<file path="src/rtl/cpr_pkg.sv">
package cpr_pkg;

    // path mode codes as seen on path_state
    localparam logic [2:0] MODE_IDLE       = 3'd0;
    localparam logic [2:0] MODE_ANNIHILATE = 3'd1;
    localparam logic [2:0] MODE_A_WAIT     = 3'd2;
    localparam logic [2:0] MODE_A_RELAY    = 3'd3;
    localparam logic [2:0] MODE_B_WAIT     = 3'd4;
    localparam logic [2:0] MODE_B_RELAY    = 3'd5;

    localparam int unsigned ELAPSED_W = 16;
    localparam int unsigned STEPS_W   = 9;
    localparam int unsigned TIME_W    = 17;

    localparam logic signed [TIME_W-1:0] INACTIVE_TIME = '1;

    typedef struct packed {
        logic                        stimulate_a;
        logic                        stimulate_b;
        logic [2:0]                  path_state;
        logic signed [TIME_W-1:0]    active_time_a;
        logic signed [TIME_W-1:0]    active_time_b;
        logic [ELAPSED_W-1:0]        elapsed_ms_out;
        logic [STEPS_W-1:0]          progress_count;
    } t_result;

endpackage

</file>
<file path="src/rtl/cpr_if.sv">
interface cpr_in_if;
    logic valid;
    logic ready;
    logic cell_a_active;
    logic cell_b_active;

    modport source (output valid, output cell_a_active, output cell_b_active, input ready);
    modport sink   (input valid, input cell_a_active, input cell_b_active, output ready);
endinterface

interface cpr_out_if;
    logic              valid;
    logic              ready;
    logic              stimulate_a;
    logic              stimulate_b;
    logic [2:0]        path_state;
    logic signed [16:0] active_time_a;
    logic signed [16:0] active_time_b;
    logic [15:0]       elapsed_ms_out;
    logic [8:0]        progress_count;

    modport source (
        output valid, output stimulate_a, output stimulate_b, output path_state,
        output active_time_a, output active_time_b, output elapsed_ms_out,
        output progress_count, input ready
    );
    modport sink (
        input valid, input stimulate_a, input stimulate_b, input path_state,
        input active_time_a, input active_time_b, input elapsed_ms_out,
        input progress_count, output ready
    );
endinterface

</file>
<file path="src/rtl/cpr_fsm.sv">
module cpr_fsm import cpr_pkg::*; #(
    parameter int TIMESTEP_MS      = 200,
    parameter int DEFAULT_DELAY_MS = 1000
) (
    input  logic                 i_clk,
    input  logic                 i_rst_n,
    input  logic                 i_step,
    input  logic                 i_cell_a,
    input  logic                 i_cell_b,
    input  logic [ELAPSED_W-1:0] i_delay,
    output t_result              o_res
);

    typedef enum logic [2:0] {
        S_IDLE       = MODE_IDLE,
        S_ANNIHILATE = MODE_ANNIHILATE,
        S_A_WAIT     = MODE_A_WAIT,
        S_A_RELAY    = MODE_A_RELAY,
        S_B_WAIT     = MODE_B_WAIT,
        S_B_RELAY    = MODE_B_RELAY
    } t_state;

    localparam logic [ELAPSED_W+1:0] STEP1   = (ELAPSED_W+2)'(TIMESTEP_MS);
    localparam logic [ELAPSED_W+1:0] STEP2   = (ELAPSED_W+2)'(2 * TIMESTEP_MS);
    localparam logic [ELAPSED_W-1:0] DEF_DLY = ELAPSED_W'(DEFAULT_DELAY_MS);
    localparam logic [ELAPSED_W-1:0] ELAPSED_MAX = '1;
    localparam logic [STEPS_W-1:0]   STEPS_MAX   = '1;
    localparam logic [STEPS_W-1:0]   STEPS_ONE   = STEPS_W'(1);

    t_state                   r_state, n_state;
    logic [ELAPSED_W-1:0]     r_elapsed, n_elapsed;
    logic [STEPS_W-1:0]       r_steps, n_steps;
    logic signed [TIME_W-1:0] r_side_a, n_side_a;
    logic signed [TIME_W-1:0] r_side_b, n_side_b;
    logic                     r_stim_a, n_stim_a;
    logic                     r_stim_b, n_stim_b;

    logic [ELAPSED_W+1:0] w_sum1;
    logic [ELAPSED_W+1:0] w_sum2;
    logic [ELAPSED_W-1:0] w_delay;
    logic [ELAPSED_W-1:0] w_elapsed_inc;
    logic [STEPS_W-1:0]   w_steps_inc;
    logic                 w_due;

    assign w_delay       = (i_delay != '0) ? i_delay : DEF_DLY;
    assign w_sum1        = {2'b00, r_elapsed} + STEP1;
    // elapsed plus two steps covers both the saturated and the one-step-ahead test
    assign w_sum2        = {2'b00, r_elapsed} + STEP2;
    assign w_elapsed_inc = (w_sum1[ELAPSED_W+1:ELAPSED_W] != 2'b00) ? ELAPSED_MAX
                                                                     : w_sum1[ELAPSED_W-1:0];
    assign w_steps_inc   = (r_steps != STEPS_MAX) ? r_steps + STEPS_ONE : r_steps;
    assign w_due         = w_sum2 >= {2'b00, w_delay};

    always_comb begin
        n_state   = r_state;
        n_elapsed = r_elapsed;
        n_steps   = r_steps;
        n_side_a  = r_side_a;
        n_side_b  = r_side_b;
        n_stim_a  = 1'b0;
        n_stim_b  = 1'b0;
        unique case (r_state)
            S_IDLE: begin
                if (i_cell_a && i_cell_b) begin
                    n_steps = '0;
                    n_state = S_ANNIHILATE;
                end else if (i_cell_a) begin
                    n_elapsed = '0;
                    n_steps   = '0;
                    n_side_a  = '0;
                    n_side_b  = INACTIVE_TIME;
                    n_state   = S_A_WAIT;
                end else if (i_cell_b) begin
                    n_elapsed = '0;
                    n_steps   = '0;
                    n_side_a  = INACTIVE_TIME;
                    n_side_b  = '0;
                    n_state   = S_B_WAIT;
                end
            end
            S_ANNIHILATE: begin
                if (!i_cell_a && !i_cell_b) begin
                    n_state   = S_IDLE;
                    n_elapsed = '0;
                    n_steps   = '0;
                    n_side_a  = INACTIVE_TIME;
                    n_side_b  = INACTIVE_TIME;
                end
            end
            S_A_WAIT: begin
                n_elapsed = w_elapsed_inc;
                n_steps   = w_steps_inc;
                n_side_a  = {1'b0, w_elapsed_inc};
                if (w_due) begin
                    n_stim_b = 1'b1;
                    n_state  = S_A_RELAY;
                end
            end
            S_B_WAIT: begin
                n_elapsed = w_elapsed_inc;
                n_steps   = w_steps_inc;
                n_side_b  = {1'b0, w_elapsed_inc};
                if (w_due) begin
                    n_stim_a = 1'b1;
                    n_state  = S_B_RELAY;
                end
            end
            default: begin
                // relay states and unused codes
                n_state   = S_IDLE;
                n_elapsed = '0;
                n_steps   = '0;
                n_side_a  = INACTIVE_TIME;
                n_side_b  = INACTIVE_TIME;
            end
        endcase
    end

    always_ff @(posedge i_clk) begin
        if (!i_rst_n) begin
            r_state   <= S_IDLE;
            r_elapsed <= '0;
            r_steps   <= '0;
            r_side_a  <= INACTIVE_TIME;
            r_side_b  <= INACTIVE_TIME;
            r_stim_a  <= 1'b0;
            r_stim_b  <= 1'b0;
        end else if (i_step) begin
            r_state   <= n_state;
            r_elapsed <= n_elapsed;
            r_steps   <= n_steps;
            r_side_a  <= n_side_a;
            r_side_b  <= n_side_b;
            r_stim_a  <= n_stim_a;
            r_stim_b  <= n_stim_b;
        end
    end

    assign o_res.stimulate_a    = r_stim_a;
    assign o_res.stimulate_b    = r_stim_b;
    assign o_res.path_state     = r_state;
    assign o_res.active_time_a  = r_side_a;
    assign o_res.active_time_b  = r_side_b;
    assign o_res.elapsed_ms_out = r_elapsed;
    assign o_res.progress_count = r_steps;

endmodule

</file>
<file path="src/rtl/conduction_path_relay_fsm.sv">
// channel   dir  handshake          payload
// i_in      in   valid/ready        cell_a_active, cell_b_active
// o_out     out  valid/ready        stimulate_a/b, path_state, active_time_a/b,
//                                   elapsed_ms_out, progress_count
// i_cfg_*   in   write enable only  relay_delay_ms
//
// one request per cycle sustained while the output is not stalled; from accept
// to result the request sits in an input register, then one pass through the
// path fsm loads the state and result register
// synchronous active-low reset: path idle, side times inactive, delay 0
// a stalled output holds its result while the input register can still fill
module conduction_path_relay_fsm import cpr_pkg::*; #(
    parameter int TIMESTEP_MS      = 200,
    parameter int DEFAULT_DELAY_MS = 1000
) (
    input  logic                 i_clk,
    input  logic                 i_rst_n,
    input  logic                 i_cfg_we,
    input  logic [ELAPSED_W-1:0] i_cfg_wdata,
    cpr_in_if.sink               i_in,
    cpr_out_if.source            o_out
);

    logic [ELAPSED_W-1:0] r_delay;
    logic                 r_in_valid;
    logic                 r_cell_a;
    logic                 r_cell_b;
    logic                 r_out_valid;
    logic                 w_step;
    logic                 w_in_accept;
    t_result              w_res;

    assign w_step      = r_in_valid && (!r_out_valid || o_out.ready);
    assign i_in.ready  = !r_in_valid || w_step;
    assign w_in_accept = i_in.valid && i_in.ready;

    always_ff @(posedge i_clk) begin
        if (!i_rst_n) begin
            r_delay     <= '0;
            r_in_valid  <= 1'b0;
            r_out_valid <= 1'b0;
        end else begin
            if (i_cfg_we) begin
                r_delay <= i_cfg_wdata;
            end
            if (w_in_accept) begin
                r_in_valid <= 1'b1;
            end else if (w_step) begin
                r_in_valid <= 1'b0;
            end
            if (w_step) begin
                r_out_valid <= 1'b1;
            end else if (o_out.ready) begin
                r_out_valid <= 1'b0;
            end
        end
    end

    always_ff @(posedge i_clk) begin
        if (w_in_accept) begin
            r_cell_a <= i_in.cell_a_active;
            r_cell_b <= i_in.cell_b_active;
        end
    end

    cpr_fsm #(
        .TIMESTEP_MS      (TIMESTEP_MS),
        .DEFAULT_DELAY_MS (DEFAULT_DELAY_MS)
    ) u_fsm (
        .i_clk    (i_clk),
        .i_rst_n  (i_rst_n),
        .i_step   (w_step),
        .i_cell_a (r_cell_a),
        .i_cell_b (r_cell_b),
        .i_delay  (r_delay),
        .o_res    (w_res)
    );

    assign o_out.valid          = r_out_valid;
    assign o_out.stimulate_a    = w_res.stimulate_a;
    assign o_out.stimulate_b    = w_res.stimulate_b;
    assign o_out.path_state     = w_res.path_state;
    assign o_out.active_time_a  = w_res.active_time_a;
    assign o_out.active_time_b  = w_res.active_time_b;
    assign o_out.elapsed_ms_out = w_res.elapsed_ms_out;
    assign o_out.progress_count = w_res.progress_count;

endmodule

</file>
<file path="src/flat_wrapper.sv">
// flat-port wrapper written by rule: the top's interface ports become plain ports
module conduction_path_relay_fsm_flat import cpr_pkg::*;
#(
    parameter int TIMESTEP_MS      = 200,
    parameter int DEFAULT_DELAY_MS = 1000
)
  (i_clk, i_rst_n, i_cfg_we, i_cfg_wdata, i_in_valid, i_in_cell_a_active, i_in_cell_b_active, i_in_ready, o_out_valid, o_out_stimulate_a, o_out_stimulate_b, o_out_path_state, o_out_active_time_a, o_out_active_time_b, o_out_elapsed_ms_out, o_out_progress_count, o_out_ready);
  cpr_in_if i_in_i ();
  cpr_out_if o_out_i ();
  input  logic i_clk;
  input  logic i_rst_n;
  input  logic i_cfg_we;
  input  logic [ELAPSED_W-1:0] i_cfg_wdata;
  input wire logic [$bits(i_in_i.valid)-1:0] i_in_valid;
  input wire logic [$bits(i_in_i.cell_a_active)-1:0] i_in_cell_a_active;
  input wire logic [$bits(i_in_i.cell_b_active)-1:0] i_in_cell_b_active;
  output wire logic [$bits(i_in_i.ready)-1:0] i_in_ready;
  output wire logic [$bits(o_out_i.valid)-1:0] o_out_valid;
  output wire logic [$bits(o_out_i.stimulate_a)-1:0] o_out_stimulate_a;
  output wire logic [$bits(o_out_i.stimulate_b)-1:0] o_out_stimulate_b;
  output wire logic [$bits(o_out_i.path_state)-1:0] o_out_path_state;
  output wire logic [$bits(o_out_i.active_time_a)-1:0] o_out_active_time_a;
  output wire logic [$bits(o_out_i.active_time_b)-1:0] o_out_active_time_b;
  output wire logic [$bits(o_out_i.elapsed_ms_out)-1:0] o_out_elapsed_ms_out;
  output wire logic [$bits(o_out_i.progress_count)-1:0] o_out_progress_count;
  input wire logic [$bits(o_out_i.ready)-1:0] o_out_ready;
  assign i_in_i.valid = i_in_valid;
  assign i_in_i.cell_a_active = i_in_cell_a_active;
  assign i_in_i.cell_b_active = i_in_cell_b_active;
  assign i_in_ready = i_in_i.ready;
  assign o_out_valid = o_out_i.valid;
  assign o_out_stimulate_a = o_out_i.stimulate_a;
  assign o_out_stimulate_b = o_out_i.stimulate_b;
  assign o_out_path_state = o_out_i.path_state;
  assign o_out_active_time_a = o_out_i.active_time_a;
  assign o_out_active_time_b = o_out_i.active_time_b;
  assign o_out_elapsed_ms_out = o_out_i.elapsed_ms_out;
  assign o_out_progress_count = o_out_i.progress_count;
  assign o_out_i.ready = o_out_ready;
  conduction_path_relay_fsm #(.TIMESTEP_MS(TIMESTEP_MS), .DEFAULT_DELAY_MS(DEFAULT_DELAY_MS)) u_core (.i_clk(i_clk), .i_rst_n(i_rst_n), .i_cfg_we(i_cfg_we), .i_cfg_wdata(i_cfg_wdata), .i_in(i_in_i), .o_out(o_out_i));
endmodule
</file>
<file path="config.mk">
export PLATFORM = sky130hd
export DESIGN_NAME = conduction_path_relay_fsm_flat
export DESIGN_NICKNAME = d
export VERILOG_FILES = /design/src/rtl/cpr_pkg.sv /design/src/rtl/cpr_if.sv /design/src/rtl/cpr_fsm.sv /design/src/rtl/conduction_path_relay_fsm.sv /design/src/flat_wrapper.sv
export SDC_FILE = /design/constraint.sdc
export NUM_CORES = 1
export LEC_CHECK = 0
export BUFFER_PORTS_ARGS = -buffer_cell sky130_fd_sc_hd__clkbuf_2
export CAP_MARGIN = 20
export CORE_ASPECT_RATIO = 0.8
export CORE_MARGIN = 4
export CORE_UTILIZATION = 40
export CTS_CLUSTER_SIZE = 10
export DETAILED_ROUTE_END_ITERATION = 10
export MAX_ROUTING_LAYER = met4
export PLACE_DENSITY = 0.65
export SKIP_LAST_GASP = 1
export SYNTH_ARGS = -nofsm -noshare
export SYNTH_HDL_FRONTEND = slang
export SYNTH_SLANG_ARGS = --single-unit
</file>
<file path="constraint.sdc">
create_clock -name i_clk -period 4.2 [get_ports i_clk]
set_input_delay 0.84 -clock i_clk [delete_from_list [all_inputs] [get_ports i_clk]]
set_output_delay 0.84 -clock i_clk [all_outputs]
set_load 0.01 [all_outputs]
</file>
==> results of run 1 <==
cells in the mapped netlist (10+ instances only):
cell,number
mux2i_1,19
nand3_1,19
buf_2,12
nand4_1,10
xor2_1,16
dfxtp_1,82
nor2_1,64
a221o_1,12
inv_1,15
ha_1,20
a21oi_1,29
clkbuf_1,14
o21ai_0,22
nand2_1,42
final cells by class:
type / instances / area (um^2) / share of cell area
timing repair buffer: 89 / 448 / 0.0896
clock inverter: 6 / 48.8 / 0.00976
clock buffer: 10 / 229 / 0.0458
inverter: 15 / 56.3 / 0.0113
multi-input combinational: 362 / 2340 / 0.468
sequential: 84 / 1700 / 0.340
tap: 140 / 175 / 0.0350
stage by stage:
stage	total power, mW	utilization	setup slack, ns	cells
after global routing	1.93	0.484	0.970	706
after floorplan	1.04	-	1.56	492
after detailed placement	1.11	0.457	1.23	690
after global placement	1.11	0.457	1.37	690
after CTS	1.86	0.484	1.22	706
final	1.84	0.484	1.19	706
worst paths after layout:
kind	start	end	slack, ns	cells past startpoint
min reg2reg	u_core.u_fsm.r_side_a[16]	u_core.u_fsm.r_side_a[16]	0.44	2
min	u_core.u_fsm.r_side_a[16]	u_core.u_fsm.r_side_a[16]	0.44	2
max	u_core.u_fsm.r_elapsed[5]	u_core.u_fsm.r_state[2]	1.19	12
max reg2reg	u_core.u_fsm.r_elapsed[5]	u_core.u_fsm.r_state[2]	1.19	12
tightest hold or removal path: stages, from the launching register on:
cell,delay [ns]
dfxtp_1,0.31
nand2_1,0.05
nand2_1,0.04
registers in the layout, indices dropped and copies added, names as in the netlist:
signal / count
u_core.u_fsm.r_side_a: 17
u_core.u_fsm.r_stim_b: 1
u_core.r_delay: 16
u_core.u_fsm.r_elapsed: 16
u_core.r_cell_a: 1
u_core.r_in_valid: 1
u_core.u_fsm.r_stim_a: 1
u_core.u_fsm.r_side_b: 17
u_core.o_out.valid: 1
u_core.r_cell_b: 1
u_core.u_fsm.r_state: 3
u_core.u_fsm.r_steps: 9
metal layers:
| layer | global-route usage | up-vias | part of all wire |
|---|---|---|---|
| met5 | - | - | 0 |
| met4 | 0.0426 | 0 | 0.0073 |
| met3 | 0.0546 | 9 | 0.063 |
| met2 | 0.295 | 95 | 0.46 |
| met1 | 0.256 | 1844 | 0.47 |
| li1 | - | 1898 | - |
kinds of logic (layout without fill, tap and decap cells):
group                      count (synthesis)  count (layout)  synth area share
and+or+nand+nor                          182             182             0.207
AOI/OAI and AO/OA                        118             118             0.191
DFF                                       84              84             0.400
buffers and inverters                     46             120            0.0511
xor gates and xnor gates                  22              22            0.0452
adders and majority gates                 20              20            0.0588
muxes                                     20              20            0.0473
report_power, final:
part	switching [mW]	internal (mW)
Combinational	0.129	0.0911
Sequential	0.0373	0.840
Clock	0.337	0.406
Total	0.503	1.34
==> summary.txt, run 1 <==
Detailed routing
  • Post-Route WL: about 11 mm
  • Initial drt markers: 272
  • Vias per cell: between 5 and 6
  • Routed via count: between 3000 and 4000
  • First drt pass iteration count: 4
  • Antenna viol nets, final: 0
  • Per-cell routed wire length: 15.9 um
  • DRC viols: 0

Yosys
  • Syn Nets: 535
  • Mapped cell area: around 0.0043 mm^2
  • Yosys warns: 0
  • Synthesis-stage register bit count: 84
  • Top FF cell, synth: dfxtp_1
  • Post-synth EDFFs: 2
  • Asr flop ratio synth: 0
  • Dominant cells by area after synthesis: dfxtp_1 39%, ha_1 5.9%, nor2_1 5.6%
  • Syn_area_per_cell: 8.66 um^2
  • Syn Inst Count: just under 500
  • Largest area contributor in the netlist: dfxtp_1
  • Top cell type's share of synthesized area: 0.385
  • Register area share after synthesis: 0.400
  • Distinct cells, synth: between 50 and 60

STA
  • Hold slack: 0.440 ns
  • Fmax: approximately 0.33 GHz
  • Worst-Margin Slew: approximately 0.8 ns
  • Hold Fails Final Rpt: 0
  • Slew headroom: 0.464
  • Min cycle time layout: ~3.0 ns
  • # setup viols final: 0
  • RSZ-0062 raised after global routing: false
  • Final setup TNS: 0 ns
  • Worst Clk Skew: just under 0.005 ns
  • Tcrit/Tclk final: 0.717
  • Slew Viols, Final: 0

GRT
  • First-pass GRT wire length: between 15 and 20 mm
  • Total grt overflow: 0
  • Gr usage total: 0.193
  • Pin count of the biggest net entering global routing: 23
  • Initial antenna violation count: 0
  • Vias in the first global route: between 3000 and 4000

Clocking
  • Setup Buffers After CTS: 0
  • Num Clock Sinks: 84
  • Clock slew at the register clock pins of the worst setup and hold paths: about 0.06 ns
  • Clock Path Buffers: 2
  • Clock latency at the later pin of the worst-skew pair: ~0.34 ns
  • Post-cts sizing count: 0
  • CTS tree: done
  • CTS Hold Buffers Added: 0
  • Root buffer cell: clkbuf_16
  • H-tree Lvls: 3
  • Clock buffer count from CTS: 9

Pwr
  • Power per Cell Area: 368 mW/mm^2
  • Leakage: 2.19 nW
  • VDD IR max: about 280 uV

Setup path
  • Worst Setup End Kind: flop
  • Crit Path Max Fanout: 8
  • Req. time, crit path: 4.43 ns
  • Number of buffers and inverters on the critical path: 0
  • Crit start category: flop
  • Crit path DAT: about 3.2 ns
  • Critical path cell sequence: ha_1 > a21oi_1 > nand2b_1 > nand4_1 > xnor2_1 > ha_1 > nand4_1 > nor2_1 > o311ai_0 > and3_1 > and3_1 > o311a_1
  • Setup CP Type: reg -> reg
  • Crit path max-delay cell type: dfxtp_1
  • Top delay family on crit path: simple AND/OR/NAND/NOR gates
  • Largest stage delay, worst path: 0.46 ns

Outcome
  • Status: finished clean

Cells and area
  • Fin area: 0.00500 mm^2
  • Commonest non-fill, non-tap cell in the layout: clkbuf_2
  • Most frequent cells in the layout: 88 x clkbuf_2, 82 x dfxtp_1, 64 x nor2_1
  • Fillers: roughly 1000
  • Final Net Count: 604
  • Share of cells above drive strength 1: 0.214
  • Ant. Diodes: 0
  • Synth-to-Final Area Change: 17.4%

Floorplan
  • Rows: 33
  • Core area: 0.0103 mm^2
  • I/O Pins: between 80 and 90
  • Die H: about 100 um
  • Initial Utilization: 0.413
  • Die area: 0.0124 mm^2
  • DIE WIDTH: roughly 120 um

Placed design
  • Buffers on Ports: 88
  • HPWL after detailed placement: roughly 8.7 mm
  • Final GP Congestion: approximately 0.86
  • Placed instance area: roughly 0.0047 mm^2

Job
  • Maxcap violations: 0

Worst hold path
  • Min-delay worst type: reg -> reg
No activity file was read; power rests on OpenSTA's default activity.
==> inputs of run 2 (changes only) <==
--- a/config.mk
+++ b/config.mk
@@ -13,7 +13,7 @@
 export CTS_CLUSTER_SIZE = 10
 export DETAILED_ROUTE_END_ITERATION = 10
 export MAX_ROUTING_LAYER = met4
-export PLACE_DENSITY = 0.65
+export PLACE_DENSITY = 0.68
 export SKIP_LAST_GASP = 1
 export SYNTH_ARGS = -nofsm -noshare
 export SYNTH_HDL_FRONTEND = slang
==> constraint.sdc (replaced) <==
create_clock -name i_clk -period 2.6 [get_ports i_clk]
set_input_delay 0.52 -clock i_clk [delete_from_list [all_inputs] [get_ports i_clk]]
set_output_delay 0.52 -clock i_clk [all_outputs]
set_load 0.01 [all_outputs]
==> run 2 against run 1 <==
- clock skew is 0.0041 ns higher
- fmax is 21% higher
- clock power is 87% higher
- utilization up 3.3 points
- cell count rose by 3.4%
- critical path type unchanged
- largest cell class unchanged
- largest power group unchanged
==> summary.txt, run 2 (synthesis gave the netlist of run 1 again) <==
Detailed routing
  • Post-Route WL: 11.9 mm (+5.9%)
  • First drt pass iteration count: 5 (+1)
  • Routed via count: 4067 (+5.7%)
  • Per-cell routed wire length: 16.3 um (+2.4%)
  • DRC viols: 0 (unchanged)
  • Initial drt markers: 288 (+5.9%)
  • Vias per cell: 5.57 (+2.3%)
  • Antenna viol nets, final: 0 (unchanged)

Clocking
  • Root buffer cell: clkbuf_16
  • Clock slew at the register clock pins of the worst setup and hold paths: 0.06 ns (about the same)
  • CTS tree: done
  • H-tree Lvls: 3 (unchanged)
  • Clock buffer count from CTS: 9 (unchanged)
  • Clock latency at the later pin of the worst-skew pair: 0.35 ns (about the same)
  • Num Clock Sinks: 84 (unchanged)
  • Clock Path Buffers: 2 (unchanged)
  • CTS Hold Buffers Added: 0 (unchanged)

Setup path
  • Critical R2R Capture: u_core.u_fsm.r_state[1]
  • Worst Setup End Kind: flop
  • Reg2reg setup slack: 0.11 ns (-1.08 ns)
  • Crit path DAT: 2.72 ns (-0.52 ns)
  • R2r worst-path depth: 12 (unchanged)
  • Reg2reg start: u_core.u_fsm.r_elapsed[4]
  • Crit Path Max Fanout: 5 (-3)
  • Crit start category: flop
  • Setup CP Type: reg -> reg
  • Req. time, crit path: 2.83 ns (-1.60 ns)

STA
  • Fmax: 0.401 GHz (+21%)
  • Worst-Margin Slew: 0.590 ns (-0.212 ns)
  • Final setup TNS: 0 ns (unchanged)
  • # setup viols final: 0 (unchanged)
  • Slew Viols, Final: 0 (unchanged)
  • Slew headroom: 0.606 (+0.143)
  • Worst Clk Skew: 0.00907 ns (+0.00410 ns)
  • Hold Fails Final Rpt: 0 (unchanged)
  • Tcrit/Tclk final: 0.959 (+0.241)
  • Min cycle time layout: 2.49 ns (-0.520 ns)

GRT
  • Grt peak-use layer: met2
  • GR Layer Usage met2: 0.310 (+0.0150)
  • First-pass GRT wire length: 19.4 mm (+5.7%)
  • Vias in the first global route: 3945 (+8.0%)
  • Initial antenna violation count: 0 (unchanged)
  • Met1 usage: 0.265 (+0.00868)
  • Total grt overflow: 0 (unchanged)
  • Gr usage total: 0.204 (+0.0105)
  • Pin count of the biggest net entering global routing: 40 (+74%)
  • Global-route track usage on met3: 0.0530 (-0.00169)

Cells and area
  • Commonest non-fill, non-tap cell in the layout: clkbuf_2
  • Largest regs: u_core.u_fsm.r_side_a: 17 flops, u_core.u_fsm.r_side_b: 17 flops
  • Share of cells above drive strength 1: 0.285 (+0.0710)
  • Final Net Count: 628 (+4.0%)
  • Fin area: 0.00534 mm^2 (+6.9%)
  • Ant. Diodes: 0 (unchanged)
  • Synth-to-Final Area Change: 25.5%
  • Most frequent cells in the layout: 88 x clkbuf_2, 77 x dfxtp_1, 60 x nor2_1

Outcome
  • Status: finished clean

Floorplan
  • Die H: 100 um (unchanged)
  • Core area: 0.0103 mm^2 (unchanged)
  • I/O Pins: 89 (unchanged)
  • Initial Utilization: 0.413 (unchanged)
  • Die area: 0.0124 mm^2 (unchanged)
  • DIE WIDTH: 123 um (unchanged)
  • Rows: 33 (unchanged)

Job
  • Maxcap violations: 0 (unchanged)

Placed design
  • Final GP Congestion: 0.913 (+6.2%)
  • Placed instance area: 0.00489 mm^2 (+3.7%)
  • HPWL after detailed placement: 8.77 mm (+1.4%)
  • Buffers on Ports: 88 (unchanged)

Pwr
  • VDD IR max: 352 uV (+28%)
  • Power per Cell Area: 598 mW/mm^2 (+62%)
  • Leakage: 2.36 nW (+7.8%)

Worst hold path
  • HP Start: i_in_cell_b_active
  • WHS Endpoint: u_core.r_cell_b
  • WHS Path Cells: 1 (-1)
  • Min-delay worst type: in -> reg
[run 2: changes by cell type in the layout (fill, tap and decap cells not counted), moves of 2 or more]
cell / previous run / this run
a21oi_1: 29 / 27
buf_4: 1 / 25
bufinv_16: 0 / 2
clkinvlp_4: 3 / 1
dfxtp_1: 82 / 77
dfxtp_2: 0 / 4
nor2_1: 64 / 60
nor2_2: 5 / 9
nor4_1: 4 / 1
nor4_2: 0 / 2
[run 2: worst max path at each step]
| stage | depth (start not counted) | start | to |
|---|---|---|---|
| after detailed placement | 12 | u_core.u_fsm.r_elapsed[4] | u_core.u_fsm.r_state[1] |
| after floorplan | 12 | u_core.u_fsm.r_elapsed[5] | u_core.u_fsm.r_state[1] |
| after CTS | 12 | u_core.u_fsm.r_elapsed[4] | u_core.u_fsm.r_state[1] |
| final | 12 | u_core.u_fsm.r_elapsed[4] | u_core.u_fsm.r_state[1] |
| after global routing | 12 | u_core.r_delay[13] | u_core.u_fsm.r_state[1] |
| after global placement | 12 | u_core.u_fsm.r_elapsed[4] | u_core.u_fsm.r_state[2] |
[run 2: what timing repair did]
action,4_1_cts,5_1_grt
gates resized for setup,4,24
setup buffers,0,2
pin swaps,1,16
setup endpoints to repair,2,4
[run 2: where the power goes]
group	total [mW]	switching [mW]	leakage, nW	internal [mW]
clock network	1.39	0.544	0.156	0.846
logic	0.390	0.225	1.51	0.165
registers	1.42	0.0606	0.693	1.36
total	3.20	0.829	2.36	2.37
[run 2: worst max-delay path: stages, from the launching register on]
cell,delay (ns)
dfxtp_4,0.37
ha_4,0.17
a21oi_4,0.16
nand2b_4,0.07
buf_4,0.13
nand2_1,0.07
xnor2_1,0.07
ha_1,0.30
a21oi_1,0.06
o21ai_0,0.22
o221ai_2,0.22
and3_4,0.23
o311a_1,0.29
[run 2: per-layer routing]
| metal | vias to the layer above | share of wire | wire [um] |
|---|---|---|---|
| met3 | 23 | 0.066 | 780 |
| li1 | 1953 | - | - |
| met5 | - | 0 | 0 |
| met1 | 1940 | 0.45 | 5320 |
| met2 | 151 | 0.47 | 5530 |
| met4 | 0 | 0.021 | 255 |
[run 2: per-stage QoR]
stage          setup slack (ns)  hold slack (ns)  utilization  std cells  power, mW
4_1_cts                 0.00582            0.351        0.507        728       3.22
2_1_floorplan           0.00307            0.467            -        492       1.68
3_5_place_dp            -0.0988            0.435        0.474        712       1.81
5_1_grt                 -0.0204            0.347        0.518        730       3.34
6_report                  0.108            0.362        0.518        730       3.20
3_3_place_gp             0.0665            0.429        0.474        712       1.80
[run 2: layout make-up]
type | instances | area, um^2
clock buffer | 9 | 225
clock inverter | 7 | 98.8
fill | 991 | 4980
inverter | 15 | 56.3
multi-input combinational | 362 | 2450
sequential | 84 | 1710
tap | 140 | 175
timing repair buffer | 113 | 628
==> inputs of run 3 (changes only) <==
--- a/config.mk
+++ b/config.mk
@@ -13,7 +13,7 @@
 export CTS_CLUSTER_SIZE = 10
 export DETAILED_ROUTE_END_ITERATION = 10
 export MAX_ROUTING_LAYER = met4
-export PLACE_DENSITY = 0.68
+export PLACE_DENSITY = 0.65
 export SKIP_LAST_GASP = 1
 export SYNTH_ARGS = -nofsm -noshare
 export SYNTH_HDL_FRONTEND = slang
==> constraint.sdc (replaced) <==
create_clock -name i_clk -period 2.95 [get_ports i_clk]
set_input_delay 0.59 -clock i_clk [delete_from_list [all_inputs] [get_ports i_clk]]
set_output_delay 0.59 -clock i_clk [all_outputs]
set_load 0.01 [all_outputs]
==> run 3 against run 2 <==
- non-clock buffer count down 12
- critical path depth is the same
- via count down 1.9%
- utilization down 2.1 points
- largest cell class unchanged
==> summary.txt, run 3 (synthesis gave the netlist of run 1 again) <==
STA
  • Fmax: 0.362 GHz (-9.9%)
  • Slew Viols, Final: 0 (unchanged)
  • Slew headroom: 0.600 (-0.00605)
  • Final setup TNS: 0 ns (unchanged)
  • RSZ-0062 raised after global routing: false
  • Final worst setup slack: 0.185 ns (+0.0774 ns)
  • Tcrit/Tclk final: 0.937 (-0.0213)
  • Hold Fails Final Rpt: 0 (unchanged)
  • Min cycle time layout: 2.77 ns (+0.273 ns)
  • Worst-Margin Slew: 0.599 ns (+0.00906 ns)
  • # setup viols final: 0 (unchanged)
  • Worst Clk Skew: 0.00715 ns (-0.00192 ns)
  • Hold slack: 0.430 ns (+0.0686 ns)

GRT
  • First-pass GRT wire length: 19.7 mm (+1.3%)
  • Gr usage total: 0.207 (+0.00319)
  • Initial antenna violation count: 0 (unchanged)
  • Pin count of the biggest net entering global routing: 21 (-48%)
  • Total grt overflow: 0 (unchanged)
  • Vias in the first global route: 3890 (-1.4%)

Floorplan
  • Initial Utilization: 0.413 (unchanged)
  • Rows: 33 (unchanged)
  • I/O Pins: 89 (unchanged)
  • Die area: 0.0124 mm^2 (unchanged)
  • DIE WIDTH: 123 um (unchanged)
  • Core area: 0.0103 mm^2 (unchanged)
  • Die H: 100 um (unchanged)

Cells and area
  • Final Net Count: 616 (-1.9%)
  • Synth-to-Final Area Change: 20.5%
  • Commonest non-fill, non-tap cell in the layout: clkbuf_2
  • Ant. Diodes: 0 (unchanged)
  • Share of cells above drive strength 1: 0.241 (-0.0438)
  • Most frequent cells in the layout: 88 x clkbuf_2, 79 x dfxtp_1, 64 x nor2_1
  • Fillers: 1028 (+3.7%)
  • Finished Layout Cells: 717 (-1.8%)
  • Largest regs: u_core.u_fsm.r_side_a: 17 flops, u_core.u_fsm.r_side_b: 17 flops

Detailed routing
  • Post-Route WL: 11.9 mm (+0.50%)
  • Per-cell routed wire length: 16.7 um (+2.3%)
  • DRC viols: 0 (unchanged)
  • Vias per cell: 5.56 (-0.11%)
  • First drt pass iteration count: 5 (unchanged)
  • Antenna viol nets, final: 0 (unchanged)
  • Routed via count: 3990 (-1.9%)
  • Initial drt markers: 282 (-2.1%)

Setup path
  • Largest stage delay, worst path: 0.36 ns (about the same)
  • Worst Setup End Kind: flop
  • Crit Path Max Fanout: 6 (+1)
  • Setup CP Type: reg -> reg
  • Crit path max-delay cell type: dfxtp_2
  • Reg2reg setup slack: 0.18 ns (+0.08 ns)
  • Crit start category: flop
  • Critical path cell sequence: ha_4 > a21oi_1 > nand2b_1 > nand4_1 > xnor2_1 > ha_1 > nand4_1 > nor2_1 > o311ai_0 > and3_1 > and3_1 > o311a_1
  • Req. time, crit path: 3.18 ns (+0.35 ns)
  • Crit path DAT: 2.99 ns (+0.27 ns)

Job
  • Maxcap violations: 0 (unchanged)

Placed design
  • HPWL after detailed placement: 8.95 mm (+2.0%)
  • Place WS: 0.0954 ns (+0.194 ns)
  • Final GP Congestion: 0.856 (-6.3%)
  • Inst Count DP: 702 (-1.4%)
  • Buffers on Ports: 88 (unchanged)

Pwr
  • Power per Cell Area: 528 mW/mm^2 (-12%)
  • Total power: 2.71 mW (-15%)
  • Leakage: 2.26 nW (-4.0%)
  • VDD IR max: 289 uV (-18%)

Clocking
  • Clock buffer count from CTS: 9 (unchanged)
  • H-tree Lvls: 3 (unchanged)
  • Root buffer cell: clkbuf_16
  • Clock latency at the later pin of the worst-skew pair: 0.34 ns (about the same)
  • Clock Path Buffers: 2 (unchanged)
  • Num Clock Sinks: 84 (unchanged)
  • CTS tree: done
  • CTS Hold Buffers Added: 0 (unchanged)
  • Clock slew at the register clock pins of the worst setup and hold paths: 0.06 ns (about the same)

Outcome
  • Status: finished clean

Worst hold path
  • Min-delay worst type: in -> reg
[run 3: cell types whose count changed in the layout (fill, tap and decap cells not counted), sizes merged]
cell | previous run | this run
buf | 25 | 13
bufinv | 2 | 1
clkbuf | 97 | 98
clkinv | 3 | 2
clkinvlp | 1 | 2
inv | 16 | 15
[run 3: critical path: cells and delay by family (launching register included)]
kind / cells / cell delay (ns)
compound gates: 3 / 0.66
fa+ha+maj: 2 / 0.51
flops: 1 / 0.36
xor+xnor: 1 / 0.08
simple gates: 6 / 1.03
[run 3: worst paths after layout]
path                        startpoint                   endpoint  cells past startpoint
max          u_core.u_fsm.r_elapsed[4]    u_core.u_fsm.r_state[2]                     12
min                 i_in_cell_a_active            u_core.r_cell_a                      1
max reg2reg  u_core.u_fsm.r_elapsed[4]    u_core.u_fsm.r_state[2]                     12
min reg2reg  u_core.u_fsm.r_side_a[16]  u_core.u_fsm.r_side_a[16]                      2
[run 3: through the flow]
stage,utilization,cell area (um^2)
floorplan,-,4260
global placement,0.466,4810
detailed placement,0.466,4810
CTS,0.495,5110
global route,0.497,5130
finish,0.497,5130
[run 3: final cells by class]
type,instances,area [um^2],share of cell area
Tap cell,140,175,0.0341
Multi-Input combinational cell,362,2350,0.459
Clock buffer,10,239,0.0466
Clock inverter,5,62.6,0.0122
Inverter,15,56.3,0.0110
Timing Repair Buffer,101,538,0.105
Sequential cell,84,1710,0.332
[run 3: per-layer routing]
layer / global-route usage / share of wire / vias to the layer above
met5: - / 0 / -
met4: 0.0664 / 0.019 / 0
met3: 0.0631 / 0.076 / 18
met2: 0.310 / 0.46 / 165
met1: 0.268 / 0.45 / 1894
li1: - / - / 1913
[run 3: timing repair]
item	in CTS	in global routing
setup buffers	0	0
endpoints found under the setup margin	0	2
resized for setup	0	7
[run 3: power by group]
group	switching [mW]	internal [mW]
logic	0.190	0.134
registers	0.0513	1.20
clock network	0.463	0.677
total	0.705	2.01
